### src/rtl/midi_mono_note_event_handler_core_assert.svh
// Assertion macros shared by the note handler RTL.
// Each macro checks on the rising edge of clk and is disabled while rst is high.
`ifndef MIDI_MONO_NOTE_EVENT_HANDLER_CORE_ASSERT_SVH
`define MIDI_MONO_NOTE_EVENT_HANDLER_CORE_ASSERT_SVH

`ifndef SYNTH

`define MMNH_ASSERT(label, cond, msg) \
  label: assert property (@(posedge clk) disable iff (rst) (cond)) else $error(msg);

`define MMNH_ASSERT_IMP(label, ante, cons, msg) \
  label: assert property (@(posedge clk) disable iff (rst) (ante) |-> (cons)) \
    else $error(msg);

`define MMNH_ASSERT_NXT(label, ante, cons, msg) \
  label: assert property (@(posedge clk) disable iff (rst) (ante) |=> (cons)) \
    else $error(msg);

`else

`define MMNH_ASSERT(label, cond, msg)

`define MMNH_ASSERT_IMP(label, ante, cons, msg)

`define MMNH_ASSERT_NXT(label, ante, cons, msg)

`endif

`endif

### src/rtl/mmnh_pkg.sv
`timescale 1ns / 1ps

package mmnh_pkg;

  // Upper nibble of the status byte.
  localparam logic [3:0] KIND_NOTE_OFF = 4'h8;
  localparam logic [3:0] KIND_NOTE_ON  = 4'h9;
  localparam logic [3:0] KIND_CONTROL  = 4'hB;
  localparam logic [3:0] KIND_BEND     = 4'hE;

  // Controller numbers.
  localparam logic [6:0] CTRL_FEEDBACK = 7'd1;
  localparam logic [6:0] CTRL_DECAY    = 7'd2;
  localparam logic [6:0] CTRL_SUSTAIN  = 7'd3;
  localparam logic [6:0] CTRL_RELTIME  = 7'd4;
  localparam logic [6:0] CTRL_CUTOFF   = 7'd7;

  // Event codes.
  localparam logic [2:0] ACT_START    = 3'd0;
  localparam logic [2:0] ACT_RELEASE  = 3'd1;
  localparam logic [2:0] ACT_CUTOFF   = 3'd2;
  localparam logic [2:0] ACT_FEEDBACK = 3'd3;
  localparam logic [2:0] ACT_DECAY    = 3'd4;
  localparam logic [2:0] ACT_SUSTAIN  = 3'd5;
  localparam logic [2:0] ACT_RELTIME  = 3'd6;
  localparam logic [2:0] ACT_MIX      = 3'd7;

  typedef struct packed {
    logic [7:0] status_byte;
    logic [6:0] data_one;
    logic [6:0] data_two;
  } msg_t;

  typedef struct packed {
    logic [2:0]  action;
    logic [6:0]  note_number;
    logic [13:0] param_value;
  } event_t;

  typedef struct packed {
    logic   emit;
    event_t evt;
  } result_t;

endpackage

### src/rtl/mmnh_in_stage.sv
`timescale 1ns / 1ps

`include "midi_mono_note_event_handler_core_assert.svh"

module mmnh_in_stage
  import mmnh_pkg::*;
(
  input  logic       clk,
  input  logic       rst,
  input  logic       req_valid,
  output logic       req_stall,
  input  logic [7:0] status_byte,
  input  logic [6:0] data_one,
  input  logic [6:0] data_two,
  input  logic       advance,
  output logic       stage_valid,
  output msg_t       msg
);

  logic accept;

  // The held item may be replaced in the same cycle that it moves on.
  assign req_stall = stage_valid && !advance;
  assign accept    = req_valid && !req_stall;

  always_ff @(posedge clk) begin
    if (rst) begin
      stage_valid <= 1'b0;
    end else if (accept) begin
      stage_valid <= 1'b1;
    end else if (advance) begin
      stage_valid <= 1'b0;
    end
  end

  always_ff @(posedge clk) begin
    if (accept) begin
      msg <= '{status_byte: status_byte, data_one: data_one, data_two: data_two};
    end
  end

  `MMNH_ASSERT_IMP(a_advance_needs_item, advance, stage_valid,
                   "advance without a held item")
  `MMNH_ASSERT_NXT(a_accept_fills, accept, stage_valid,
                   "accepted item not held in the input stage")
  `MMNH_ASSERT_IMP(a_stall_when_full, req_stall, stage_valid,
                   "input stalled while the stage is empty")

endmodule

### src/rtl/mmnh_voice.sv
`timescale 1ns / 1ps

`include "midi_mono_note_event_handler_core_assert.svh"

module mmnh_voice
  import mmnh_pkg::*;
(
  input  logic    clk,
  input  logic    rst,
  input  logic    advance,
  input  msg_t    msg,
  output result_t result
);

  logic [6:0] sounding_note, sounding_note_next;
  logic       sounding_flag, sounding_flag_next;
  logic [6:0] waiting_note, waiting_note_next;
  logic       waiting_flag, waiting_flag_next;

  logic [3:0] kind;
  logic       ends_sounding;

  assign kind = msg.status_byte[7:4];

  always_comb begin
    sounding_note_next = sounding_note;
    sounding_flag_next = sounding_flag;
    waiting_note_next  = waiting_note;
    waiting_flag_next  = waiting_flag;
    ends_sounding      = 1'b0;
    result             = '0;

    unique case (kind)
      KIND_NOTE_ON: begin
        if (msg.data_two != 7'd0) begin
          if (sounding_flag) begin
            waiting_note_next  = msg.data_one;
            waiting_flag_next  = 1'b1;
            result.emit        = 1'b1;
            result.evt.action  = ACT_RELEASE;
          end else begin
            sounding_note_next    = msg.data_one;
            sounding_flag_next    = 1'b1;
            result.emit           = 1'b1;
            result.evt.action     = ACT_START;
            result.evt.note_number = msg.data_one;
          end
        end else if (sounding_note == msg.data_one) begin
          ends_sounding = 1'b1;
        end
      end
      KIND_NOTE_OFF: begin
        if (sounding_note == msg.data_one) begin
          ends_sounding = 1'b1;
        end else if (waiting_flag && waiting_note == msg.data_one) begin
          waiting_flag_next = 1'b0;
          waiting_note_next = 7'd0;
        end
      end
      KIND_CONTROL: begin
        result.evt.param_value = {7'd0, msg.data_two};
        unique case (msg.data_one)
          CTRL_CUTOFF: begin
            result.emit       = 1'b1;
            result.evt.action = ACT_CUTOFF;
          end
          CTRL_FEEDBACK: begin
            result.emit       = 1'b1;
            result.evt.action = ACT_FEEDBACK;
          end
          CTRL_DECAY: begin
            result.emit       = 1'b1;
            result.evt.action = ACT_DECAY;
          end
          CTRL_SUSTAIN: begin
            result.emit       = 1'b1;
            result.evt.action = ACT_SUSTAIN;
          end
          CTRL_RELTIME: begin
            result.emit       = 1'b1;
            result.evt.action = ACT_RELTIME;
          end
          default: begin
            result.evt.param_value = 14'd0;
          end
        endcase
      end
      KIND_BEND: begin
        result.emit            = 1'b1;
        result.evt.action      = ACT_MIX;
        result.evt.param_value = {msg.data_two, msg.data_one};
      end
      default: begin
        result = '0;
      end
    endcase

    // The sounding note went off: hand over to the waiting note if one is held.
    if (ends_sounding) begin
      result.emit = 1'b1;
      if (waiting_flag) begin
        sounding_note_next     = waiting_note;
        sounding_flag_next     = 1'b1;
        waiting_flag_next      = 1'b0;
        waiting_note_next      = 7'd0;
        result.evt.action      = ACT_START;
        result.evt.note_number = waiting_note;
      end else begin
        sounding_flag_next = 1'b0;
        result.evt.action  = ACT_RELEASE;
      end
    end
  end

  always_ff @(posedge clk) begin
    if (rst) begin
      sounding_note <= 7'd0;
      sounding_flag <= 1'b0;
      waiting_note  <= 7'd0;
      waiting_flag  <= 1'b0;
    end else if (advance) begin
      sounding_note <= sounding_note_next;
      sounding_flag <= sounding_flag_next;
      waiting_note  <= waiting_note_next;
      waiting_flag  <= waiting_flag_next;
    end
  end

  `MMNH_ASSERT_IMP(a_wait_needs_sound, waiting_flag, sounding_flag,
                   "a note waits while none sounds")
  `MMNH_ASSERT_IMP(a_empty_slot_zero, !waiting_flag, waiting_note == 7'd0,
                   "empty waiting slot holds a note number")
  `MMNH_ASSERT_NXT(a_hold_without_item, !advance,
                   $stable(sounding_note) && $stable(waiting_note),
                   "note state changed without an item")

endmodule

### src/rtl/mmnh_out_stage.sv
`timescale 1ns / 1ps

module mmnh_out_stage
  import mmnh_pkg::*;
(
  input  logic        clk,
  input  logic        rst,
  input  logic        advance,
  input  result_t     result,
  output logic        evt_valid,
  input  logic        evt_stall,
  output logic [2:0]  action,
  output logic [6:0]  note_number,
  output logic [13:0] param_value
);

  event_t held;

  always_ff @(posedge clk) begin
    if (rst) begin
      evt_valid <= 1'b0;
    end else if (advance) begin
      evt_valid <= result.emit;
    end else if (!evt_stall) begin
      evt_valid <= 1'b0;
    end
  end

  always_ff @(posedge clk) begin
    if (advance) begin
      held <= result.evt;
    end
  end

  assign action      = held.action;
  assign note_number = held.note_number;
  assign param_value = held.param_value;

endmodule

### src/rtl/midi_mono_note_event_handler_core.sv
`timescale 1ns / 1ps

// Monophonic MIDI note handler with one waiting note.
// Request channel (req_valid / req_stall): one MIDI channel message per item,
// given as status_byte, data_one and data_two; the channel nibble is ignored.
// Event channel (evt_valid / evt_stall): zero or one event per message, given as
// action, note_number and param_value.
// An item is taken at a clock edge with valid high and stall low.
// An event is shown once its message has gone through the input register and
// then the event register. Throughput: one message per cycle unless evt_stall
// holds a shown event, set by the note state update between the two registers.
// Messages that give no event still pass through both registers.
// Stall: while evt_stall holds a shown event, that event stays and the input
// register keeps one more message, after which req_stall rises.
// Reset (rst, synchronous): sounding and waiting notes and both flags are cleared
// and both registers are emptied; a message can be taken as soon as rst is low.

`include "midi_mono_note_event_handler_core_assert.svh"

module midi_mono_note_event_handler_core
  import mmnh_pkg::*;
(
  input  logic        clk,
  input  logic        rst,
  input  logic        req_valid,
  output logic        req_stall,
  input  logic [7:0]  status_byte,
  input  logic [6:0]  data_one,
  input  logic [6:0]  data_two,
  output logic        evt_valid,
  input  logic        evt_stall,
  output logic [2:0]  action,
  output logic [6:0]  note_number,
  output logic [13:0] param_value
);

  logic    stage_valid;
  logic    advance;
  msg_t    msg;
  result_t result;

  // The held item moves on whenever the event register is free or being taken.
  assign advance = stage_valid && (!evt_valid || !evt_stall);

  mmnh_in_stage u_in_stage (
    .clk         (clk),
    .rst         (rst),
    .req_valid   (req_valid),
    .req_stall   (req_stall),
    .status_byte (status_byte),
    .data_one    (data_one),
    .data_two    (data_two),
    .advance     (advance),
    .stage_valid (stage_valid),
    .msg         (msg)
  );

  mmnh_voice u_voice (
    .clk     (clk),
    .rst     (rst),
    .advance (advance),
    .msg     (msg),
    .result  (result)
  );

  mmnh_out_stage u_out_stage (
    .clk         (clk),
    .rst         (rst),
    .advance     (advance),
    .result      (result),
    .evt_valid   (evt_valid),
    .evt_stall   (evt_stall),
    .action      (action),
    .note_number (note_number),
    .param_value (param_value)
  );

  `MMNH_ASSERT_IMP(a_note_only_on_start, evt_valid && action != ACT_START,
                   note_number == 7'd0, "note number set on a non-start event")
  `MMNH_ASSERT_IMP(a_no_value_on_note,
                   evt_valid && (action == ACT_START || action == ACT_RELEASE),
                   param_value == 14'd0, "parameter value set on a note event")
  `MMNH_ASSERT_NXT(a_stalled_event_kept, evt_valid && evt_stall, evt_valid,
                   "stalled event dropped")

endmodule

### config.mk
export PLATFORM = sky130hd
export DESIGN_NAME = midi_mono_note_event_handler_core
export DESIGN_NICKNAME = d
export VERILOG_FILES = /design/src/rtl/mmnh_pkg.sv /design/src/rtl/mmnh_in_stage.sv /design/src/rtl/mmnh_voice.sv /design/src/rtl/mmnh_out_stage.sv /design/src/rtl/midi_mono_note_event_handler_core.sv
export VERILOG_INCLUDE_DIRS = /design/src /design/src/rtl
export SDC_FILE = /design/constraint.sdc
export NUM_CORES = 1
export LEC_CHECK = 0
export ABC_AREA = 1
export BUFFER_PORTS_ARGS = -buffer_cell sky130_fd_sc_hd__buf_2
export CAP_MARGIN = 40
export CORE_MARGIN = 3
export CORE_UTILIZATION = 50
export CTS_BUF_LIST = sky130_fd_sc_hd__clkbuf_8 sky130_fd_sc_hd__clkbuf_16
export DETAILED_ROUTE_END_ITERATION = 12
export GPL_ROUTABILITY_DRIVEN = 1
export PLACE_DENSITY = 0.8
export SYNTH_ARGS = -nofsm -noshare
export SYNTH_HDL_FRONTEND = slang
export SYNTH_HIERARCHICAL = 1
export SYNTH_SLANG_ARGS = --single-unit
### constraint.sdc
create_clock -name clk -period 2.51 [get_ports clk]
set_input_delay 0.1255 -clock clk [delete_from_list [all_inputs] [get_ports clk]]
set_output_delay 0.1255 -clock clk [all_outputs]
set_load 0.005 [all_outputs]
# Word level (Yosys, flattened, before mapping)
# Cells that the tools add are included.
# totals
mem_count,0
elab_cells,80
regBits,64
latchBits,0
in_bits,26
ram_bits,0
romBits,0
out_inout_bits,26
# op_classes
eq_ne,12
add_sub_neg,0
n_div,0
n_bitwise,0
n_shift,0
muxes,41
order_cmp,0
multipliers,0
n_reduce_logical,15
# ops
op,count
$mux W7,15
$pmux W14 S2,1
$mux W11,2
$pmux W4 S5,1
$mux W1,18
$eq A4 B4 Y1 const B,4
$eq A7 B2 Y1 const B,2
$eq A7 B3 Y1 const B,2
$eq A7 B7 Y1,2
$pmux W7 S2,1
$pmux W4 S3,1
$eq A7 B1 Y1 const B,1
$reduce_bool A7 Y1,1
$reduce_bool A2 Y1,3
$reduce_or A5 Y1,1
$logic_and A1 B1 Y1,4
$logic_not A1 Y1,4
$pmux W1 S2,2
$reduce_and A3 Y1,1
$ne A2 B1 Y1 const B,1
$logic_or A1 B1 Y1,1

# Depth between registers and ports, before layout
# Gate-level depths: netlist (run 1).
# depth
ltp_word,8
mapped_depth,13
depth_no_buf,13

# By module
# The synthesis (run 1) kept the hierarchy.
# modules_own_cells
mod,cells_each,area_each_um2,instances
mmnh_voice,273,1550.2,1
mmnh_out_stage,31,764.5,1
mmnh_in_stage,29,706.9,1
midi_mono_note_event_handler_core,2,12.5,1

# Worst setup path before layout (run 1)
# OpenSTA, ideal clock, no wires.
# synth_timing
kind,register to register
startpoint,register u_in_stage.stage_valid
endpoint,register u_in_stage/msg[0] (netlist name)
t_arrival_ns,2.360
n_path_buf,0
path_stages_with_launch,7
synth_period_minus_slack_ns,2.761
path_slack_ns,-0.251
cell_sequence,dfxtp_1 -> inv_1 -> a21oi_2 -> inv_1 -> nand2_2 -> inv_2 -> nor2_1
# synth_via
elab_chain_cells,5
# synth_rtl
item,line,rtl
from (decl),mmnh_in_stage.sv:16,"output logic stage_valid,"
from (signal assigned),mmnh_in_stage.sv:28,stage_valid <= 1'b0;
from (signal assigned),mmnh_in_stage.sv:30,stage_valid <= 1'b1;
from (signal assigned),mmnh_in_stage.sv:32,stage_valid <= 1'b0;
$logic_and A1 B1 Y1,midi_mono_note_event_handler_core.sv:43,assign advance = stage_valid && (!evt_valid || !evt_stall);
named net advance,midi_mono_note_event_handler_core.sv:38,logic advance;
$logic_not A1 Y1,mmnh_in_stage.sv:23,assign req_stall = stage_valid && !advance;
$logic_and A1 B1 Y1,mmnh_in_stage.sv:23,
named net req_stall,midi_mono_note_event_handler_core.sv:26,"output logic req_stall,"
$logic_not A1 Y1,mmnh_in_stage.sv:24,assign accept = req_valid && !req_stall;
$logic_and A1 B1 Y1,mmnh_in_stage.sv:24,
named net u_in_stage.accept,mmnh_in_stage.sv:20,logic accept;
# The timed path passes the listed nets, and every way through them passes these cells.
# A chain may end at the register's enable or synchronous reset.

# Worst setup path in the final report (run 1)
# layout_timing
startpoint,register u_in_stage/msg[20] (netlist name)
endpoint,register u_voice.sounding_note[2]
# layout_via
elab_chain_cells,4
elab_cells_between_ends,6
classes_between,eq/ne (2); mux (4)
# layout_rtl
item,line,rtl
$eq A4 B4 Y1,mmnh_voice.sv:33,unique case (kind)
$mux W7,mmnh_voice.sv:33,
$mux W7,mmnh_voice.sv:101,if (waiting_flag) begin
$mux W7 (*),mmnh_voice.sv:99,if (ends_sounding) begin
to (signal assigned),mmnh_voice.sv:122,sounding_note <= sounding_note_next;
to (decl),mmnh_voice.sv:15,"logic [6:0] sounding_note, sounding_note_next;"
# Every way passes the cells marked *; elsewhere a longest branch is shown, timed or not.

==> impl_metrics.toml, run 1 <==
[outcome]
outcome = "finished, final reports clean"

[logic_synthesis]
synth_area_um2 = 2910
synth_area_per_cell_um2 = 8.80
yosys_warnings = 6
synth_cells = 331
synth_fp_nets = 357

[cells_and_area]
drive_gt1_share_pct = 19.8
final_area_um2 = 3590
diodes = 0
nNetsFinal = 430
fillers = 460
area_growth_pct = 23.4

[timing]
fmax_mhz = 516
finalSetupTns_ns = 0
skew_ns = 0.00628
tightest_slew_ns = 0.719
hold_viol_final = 0
max-slew-margin-rel_pct = 51.7
setup_viol = 0
rsz0062_at_grt = "false"
min_period_ns = 1.94
final_max_slew_viol_count = 0
min_period_over_period_pct = 77.3

[die]
fp.dieArea_um2 = 6780
initial_core_util_pct = 52.3
fp.dieW_um = 82.3
rows = 27
core_um2 = 5570
fp.dieH_um = 82.3
pin_count = 52

[critical_path]
slowest_stage = "nand3_1"
worstSetupPathType = "register to register"
cp_common_cell = "nor2_1"
end_kind = "register"
crit_chain = "inv_1, nand2_1, nor3_2, buf_4, nand3_1, o22ai_1, nor2_1, nor2_1"
timing.critical_path.buf_inv = 2
rrSetupSlack_ns = 0.57
crit_arrival_ns = 2.21
crit_family = "simple AND/OR/NAND/NOR gates"
path_max_fanout = 14
cp.required_ns = 2.78
start_kind = "register"
slowest_delay_ns = 0.46

[grt]
grt_overflow = 0
antenna_found_initial = 0
grt_start_max_net_pins = 31
grt_pass1_vias = 2297
grt_pass1_wl_um = 10400
grtUsageTotal_pct = 20.7

[power_and_ir_drop]
power_density_nw_per_um2 = 604
p_leak_uw = 0.00151
peakVddDrop_mv = 0.479

[detailed_routing]
ant_nets = 0
drcViolationCount = 0
drt_pass1_iterations = 4
num_vias = 2486
drt_iter0_drc = 198
wirelength_um = 6280
wl_per_cell_um = 13.1
vias_per_cell = 5.17

[placed_design]
postPlaceCellArea_um2 = 3230
port_buffers = 47
hpwlAfterDp_um = 4290
place_congestion = 0.957

[clock_tree]
htreeDepth = 3
numCtsBuffers = 9
clockBufferDepth = 2
clk_pin_slew_worst_paths_ns = 0.07
tritoncts = "done"
cts_root_buffer = "clkbuf_8"
insertion_delay_ns = 0.33
ctsResizeCount = 0
clock-sinks = 60

[worst_hold_path]
hp-class = "input port to register"

[run]
max_cap_viol_count = 0
==> per-stage QoR <==
step	cells	hold slack (ns)	total power, uW	utilization (%)	setup WS, ns
global placement	447	0.302	1360	58.0	0.592
finish	481	0.0775	2170	64.5	0.570
detailed placement	447	0.304	1360	58.0	0.594
CTS	481	0.0607	2190	64.5	0.563
global route	481	0.0747	2270	64.5	0.311
floorplan	331	0.195	1290	-	0.228
==> flip-flops by register name (all words and copies together), names as in the netlist <==
register                 cells
u_in_stage/msg              18
u_out_stage/param_value     14
u_out_stage/note_number      7
u_voice/sounding_note        7
u_voice/waiting_note         7
u_out_stage/action           3
u_in_stage/stage_valid       1
u_out_stage/evt_valid        1
u_voice/sounding_flag        1
u_voice/waiting_flag         1
==> area by class of cell <==
cell class	count	area, um^2	share of cell area (%)
flip-flops and latches	60	1620	45.1
multi-input cells	212	1060	29.5
repair buffers	69	445	12.4
inverters	52	195	5.43
clock buffers	9	124	3.45
well taps	72	90.1	2.51
clock inverters	7	58.8	1.64
==> per-layer routing <==
metal | part of all wire [%] | vias up | global-route usage [%]
met5 | 0 | - | 0
met4 | 2.4 | 0 | 10.5
met3 | 7.4 | 13 | 5.42
met2 | 49 | 106 | 33.9
met1 | 41 | 1120 | 25.2
li1 | - | 1247 | -
==> final timing paths <==
kind	from	to	cells after the start
setup / recovery	u_in_stage/msg[20]$_DFFE_PP_	u_voice/sounding_note[2]$_SDFFE_PP0P_	8
hold / removal	req_valid	u_in_stage/stage_valid$_SDFFE_PP0P_	3
setup reg to reg	u_in_stage/msg[20]$_DFFE_PP_	u_voice/sounding_note[2]$_SDFFE_PP0P_	8
hold reg to reg	u_voice/sounding_flag$_SDFFE_PP0P_	u_voice/sounding_flag$_SDFFE_PP0P_	2
==> where the power goes <==
part,internal [uW],switching (uW),leakage [uW],total (uW)
Sequential,1110,30.3,0.000568,1140
Combinational,92.9,134,0.000843,227
Clock,444,360,0.0000953,804
==> placed cells by master (no fill, tap or decap), types with 5 or more instances in the layout <==
master / n
o21bai_1: 5
xnor2_1: 6
inv_1: 47
o22ai_1: 11
o21ai_0: 15
buf_2: 47
dlygate4sd3_1: 18
edfxtp_1: 42
nand3_1: 24
a21oi_1: 11
clkbuf_8: 9
nand2_1: 74
dfxtp_1: 18
nor2_1: 42
==> worst reg2reg max path, stage by stage, from the launching register on <==
cell	delay, ns
edfxtp_1	0.39
inv_1	0.09
nand2_1	0.07
nor3_2	0.10
buf_4	0.20
nand3_1	0.46
o22ai_1	0.41
nor2_1	0.07
nor2_1	0.09
==> repair_timing <==
action,4_1_cts,5_1_grt
endpoints found under the hold margin,18,0
buffers inserted,0,0
hold buffers,18,0
endpoints found under the setup margin,0,0
Note: power is estimated with default switching activity, not from simulation.
==> inputs of run 2 (changes only) <==
- ABC_AREA: 1 -> 0
- CORE_UTILIZATION: 50 -> 55
- PLACE_DENSITY: 0.8 -> 0.84
- clock period: 2.51 -> 2 ns (I/O delays scaled with it)
==> run 2 against run 1 <==
The run now ends with negative setup slack left. Global-route usage rose by 4.4 points. Setup slack got worse by 0.73 ns. Maximum frequency fell by 10%. Cell area rose by 2.8%. Total power rose by 28%. Synthesized cell count fell by 36%. Count of clock-buffer cells in the layout rose by 2. Worst hold slack improved by 0.049 ns. Via count fell by 10%. First-iteration DRC count rose by 55%. Register-to-register slack got worse by 0.73 ns. Critical endpoint is now u_out_stage/evt_valid$_SDFFE_PP0P_. Largest cell class unchanged. Largest power group unchanged.
==> impl_metrics.toml, run 2 <==
[die]
initial_core_util_pct = 57.3
rows = 25
core_um2 = 4790
fp.dieH_um = 76.6
pin_count = 52
fp.dieArea_um2 = 5870
fp.dieW_um = 76.6

[detailed_routing]
wirelength_um = 7280
drt_pass1_iterations = 5
ant_nets = 0
drt_iter0_drc = 306
drcViolationCount = 0
num_vias = 2238
vias_per_cell = 5.92
wl_per_cell_um = 19.3

[critical_path]
worstSetupPathType = "register to register"
slowest_stage = "or4_1"
crit_start = "u_in_stage/msg[20]$_DFFE_PP_"
crit_arrival_ns = 2.42
crit_chain = "or4_1, or4_4, a211oi_4, or4_4, nand2_2, a21oi_2"
slowest_delay_ns = 0.55
r2r-end = "u_out_stage/evt_valid$_SDFFE_PP0P_"
end_kind = "register"
path_max_fanout = 4
start_kind = "register"
cp.required_ns = 2.26
r2r_cells = 6
cp_common_cell = "or4_4"
r2r-start = "u_in_stage/msg[20]$_DFFE_PP_"
rrSetupSlack_ns = -0.16

[cells_and_area]
area_growth_pct = 34.8
fillers = 280
fin_cells = 378
drive_gt1_share_pct = 37.6
post-route-util_pct = 77.2
regMostFlops = "u_in_stage/msg"
final_area_um2 = 3700
final_common_cell = "buf_2"
largest_reg_flops = 18
nNetsFinal = 332
diodes = 0
mostFrequentLayoutCells = "buf_2 (47), edfxtp_1 (42), buf_4 (28)"

[grt]
globalRouteMet2Util_pct = 40.3
busiest_layer = "met2"
grt_start_max_net_pins = 22
grtUsageTotal_pct = 25.1
grt_overflow = 0
grt_pass1_vias = 2164
grt_util_met1_pct = 28.1
antenna_found_initial = 0
met3_usage_pct = 6.50
grt_pass1_wl_um = 11000

[power_and_ir_drop]
p_total_uw = 2780
power_density_nw_per_um2 = 752
p_leak_uw = 0.00140
peakVddDrop_mv = 0.830

[clock_tree]
cts_root_buffer = "clkbuf_8"
htreeDepth = 3
clockBufferDepth = 2
clock-sinks = 60
clk_pin_slew_worst_paths_ns = 0.06
tritoncts = "done"
numCtsBuffers = 9
insertion_delay_ns = 0.34

[placed_design]
place_congestion = 0.881
port_buffers = 47
dp.cells = 338
hpwlAfterDp_um = 4180
postPlaceCellArea_um2 = 3190

[logic_synthesis]
synth_fp_nets = 239
yosys_warnings = 6
synth_area_per_cell_um2 = 12.9
synth_area_um2 = 2740
synth_cells = 213

[timing]
setup_viol = 21
rsz0062_at_grt = "true"
fmax_mhz = 464
skew_ns = 0.00977
hold_viol_final = 0
final_max_slew_viol_count = 0
max-slew-margin-rel_pct = 69.2
min_period_over_period_pct = 108
fin_ws_ns = -0.156
tightest_slew_ns = 0.460
finalSetupTns_ns = -1.58
min_period_ns = 2.16

[run]
max_cap_viol_count = 0

[outcome]
violations = "negative setup slack"
outcome = "finished with violations"

[worst_hold_path]
holdPathStages = 3
holdPathEnd = "u_out_stage/evt_valid$_SDFFE_PP0P_"
hp-start = "evt_stall"
hp-class = "input port to register"
## run 2: changes by cell type in the layout (fill, tap and decap cells not counted), sizes merged, moves of 10 or more
cell | before | now
nand2 | 76 | 4
nand3 | 25 | 6
inv | 51 | 5
buf | 51 | 80
and2 | 0 | 10
a22o | 0 | 14
o21ai | 16 | 3
o22ai | 14 | 0
nor2 | 45 | 5
## run 2: worst max-delay path: cells and delay by family (launching register included)
family          cells  cell delay [ns]
flops               1             0.42
simple gates        4             1.28
compound gates      2             0.40
## run 2: stage by stage
stage	worst slack [ns]	hold WS, ns
floorplan	-0.116	0.169
global placement	-0.000101	0.276
detailed placement	-0.0647	0.278
CTS	-0.0321	0.0546
global route	-0.193	0.112
finish	-0.156	0.126
## run 2: metal layers
| metal | wire length, um | share of wire, % |
|---|---|---|
| met1 | 2660 | 36 |
| met2 | 3570 | 49 |
| met3 | 581 | 8.0 |
| met4 | 471 | 6.5 |
| met5 | 0 | 0 |
## run 2: timing repair
action | in CTS | in global routing
endpoints found under the setup margin | 20 | 31
gates cloned | 0 | 0
gates resized for setup | 5 | 15
pin swaps | 1 | 10
buffers inserted | 0 | 5
hold buffers | 19 | 0
endpoints found under the hold margin | 19 | 0
## run 2: power by group
| group | internal [uW] | total (uW) | switching [uW] |
|---|---|---|---|
| registers | 1390 | 1430 | 39.0 |
| clock network | 626 | 1070 | 445 |
| logic | 137 | 275 | 138 |
| total | 2160 | 2780 | 622 |
## run 2: worst max path at each step
stage / end / slack, ns / cells after the start
after floorplan: u_out_stage/evt_valid$_SDFFE_PP0P_ / -0.12 / 7
after global placement: u_out_stage/param_value[3]$_DFFE_PP_ / -0.0001 / 5
after detailed placement: u_voice/waiting_note[0]$_SDFFE_PP0P_ / -0.06 / 7
after CTS: u_out_stage/param_value[3]$_DFFE_PP_ / -0.03 / 5
after global routing: u_out_stage/evt_valid$_SDFFE_PP0P_ / -0.19 / 6
final: u_out_stage/evt_valid$_SDFFE_PP0P_ / -0.16 / 6
## run 2: final cells by class
type	instances	area [um^2]	area share (%)
clock buffers	11	151	4.10
multi-input cells	134	1090	29.6
flip-flops and latches	60	1620	43.9
repair buffers	99	692	18.7
inverters	2	7.51	0.203
clock inverters	5	45.0	1.22
well taps	67	83.8	2.27
==> inputs of run 3 (changes only) <==
- RECOVER_POWER: not set -> 50
==> run 3 against run 2 <==
The run still ends with negative setup slack left. Total power is essentially flat. Largest cell class unchanged. Largest power group unchanged. Cell area decreased by 0.27%. Clock skew hardly changed. Die area is the same.
==> impl_metrics.toml, run 3 (synthesized netlist as in run 2, its figures left out) <==
[outcome]
outcome = "finished with violations"
violations = "negative setup slack"

[power_and_ir_drop]
peakVddDrop_mv = 0.830
power_density_nw_per_um2 = 754
p_leak_uw = 0.00137

[critical_path]
start_kind = "register"
cp_common_cell = "or4_4"
end_kind = "register"
timing.critical_path.buf_inv = 0
path_max_fanout = 4
slowest_delay_ns = 0.55
cp.required_ns = 2.26
slowest_stage = "or4_1"
crit_family = "simple AND/OR/NAND/NOR gates"
crit_arrival_ns = 2.40
crit_chain = "or4_1, or4_4, a211oi_4, or4_4, nand2_2, a21oi_2"
worstSetupPathType = "register to register"

[clock_tree]
numCtsBuffers = 9
cts_root_buffer = "clkbuf_8"
htreeDepth = 3
clock-sinks = 60
clk_pin_slew_worst_paths_ns = 0.06
clockBufferDepth = 2
insertion_delay_ns = 0.34
tritoncts = "done"

[timing]
finalSetupTns_ns = -1.57
min_period_over_period_pct = 107
hold_viol_final = 0
min_period_ns = 2.14
fin_ws_ns = -0.143
max-slew-margin-rel_pct = 69.2
tightest_slew_ns = 0.462
final_max_slew_viol_count = 0
fmax_mhz = 467
rsz0062_at_grt = "true"
setup_viol = 24
skew_ns = 0.00991

[detailed_routing]
vias_per_cell = 5.98
drcViolationCount = 0
drt_iter0_drc = 306
ant_nets = 0
num_vias = 2262
wirelength_um = 7310
wl_per_cell_um = 19.3
drt_pass1_iterations = 5

[die]
fp.dieW_um = 76.6
initial_core_util_pct = 57.3
fp.dieArea_um2 = 5870
core_um2 = 4790
fp.dieH_um = 76.6
rows = 25
pin_count = 52

[cells_and_area]
drive_gt1_share_pct = 35.0
final_common_cell = "edfxtp_1"
largest_reg_flops = 18
area_growth_pct = 34.4
nNetsFinal = 332
final_area_um2 = 3690
diodes = 0
regMostFlops = "u_in_stage/msg"
mostFrequentLayoutCells = "edfxtp_1 (42), buf_2 (39), buf_4 (28)"

[grt]
grtUsageTotal_pct = 25.1
grt_pass1_vias = 2164
grt_start_max_net_pins = 22
grt_overflow = 0
grt_pass1_wl_um = 11000
antenna_found_initial = 0

[run]
max_cap_viol_count = 0

[placed_design]
hpwlAfterDp_um = 4180
pre_cts_ws_ns = -0.0647
place_congestion = 0.881
postPlaceCellArea_um2 = 3190
port_buffers = 47

[worst_hold_path]
hp-class = "input port to register"
run 3: cell types whose count changed in the layout (fill, tap and decap cells not counted):
cell	delta
buf_2	-8
clkbuf_1	+8
run 3: worst paths after layout:
kind,slack (ns),end,cells past startpoint,start
min reg2reg,0.52,u_voice/sounding_note[3]$_SDFFE_PP0P_,2,u_voice/sounding_note[3]$_SDFFE_PP0P_
min,0.13,u_out_stage/evt_valid$_SDFFE_PP0P_,3,evt_stall
max reg2reg,-0.14,u_out_stage/evt_valid$_SDFFE_PP0P_,6,u_in_stage/msg[20]$_DFFE_PP_
max,-0.14,u_out_stage/evt_valid$_SDFFE_PP0P_,6,u_in_stage/msg[20]$_DFFE_PP_
run 3: power breakdown:
part / switching [uW] / leakage, uW / internal (uW)
Clock: 446 / 0.000111 / 626
Sequential: 39.7 / 0.000544 / 1390
Combinational: 138 / 0.000718 / 135
Total: 624 / 0.00137 / 2150
run 3: area by class of cell:
class	count	area [um^2]
tap	67	83.8
fill	286	1100
inverter	2	7.51
multi-input combinational	134	1090
clock inverter	5	45.0
clock buffer	11	151
sequential	60	1620
timing repair buffer	99	682
run 3: through the flow:
step	hold slack (ns)	cells	utilization, %	power (uW)
after detailed placement	0.278	338	66.7	1670
after global routing	0.112	378	77.0	2870
final	0.125	378	77.0	2780
after global placement	0.276	338	66.7	1660
after CTS	0.0546	373	75.2	2760
after floorplan	0.169	213	-	1560
run 3: worst min-delay path, cell delays in order:
cell	delay [ns]
buf_2	0.12
nand3b_1	0.11
a21oi_2	0.07
run 3: timing repair:
action,4_1_cts,5_1_grt
buffers inserted,0,5
pin swaps,1,10
endpoints found under the setup margin,20,31
gates resized for setup,5,15
gates cloned,0,0
endpoints found under the hold margin,19,0
hold buffers,19,0
run 3: layer usage:
metal  track usage [%]  vias to the layer above  share of wire [%]
li1                  -                     1008                  -
met3              6.50                       46                8.6
met2              40.3                      151                 49
met1              28.1                     1057                 36
met4              20.7                        0                6.8
met5                 0                        -                  0
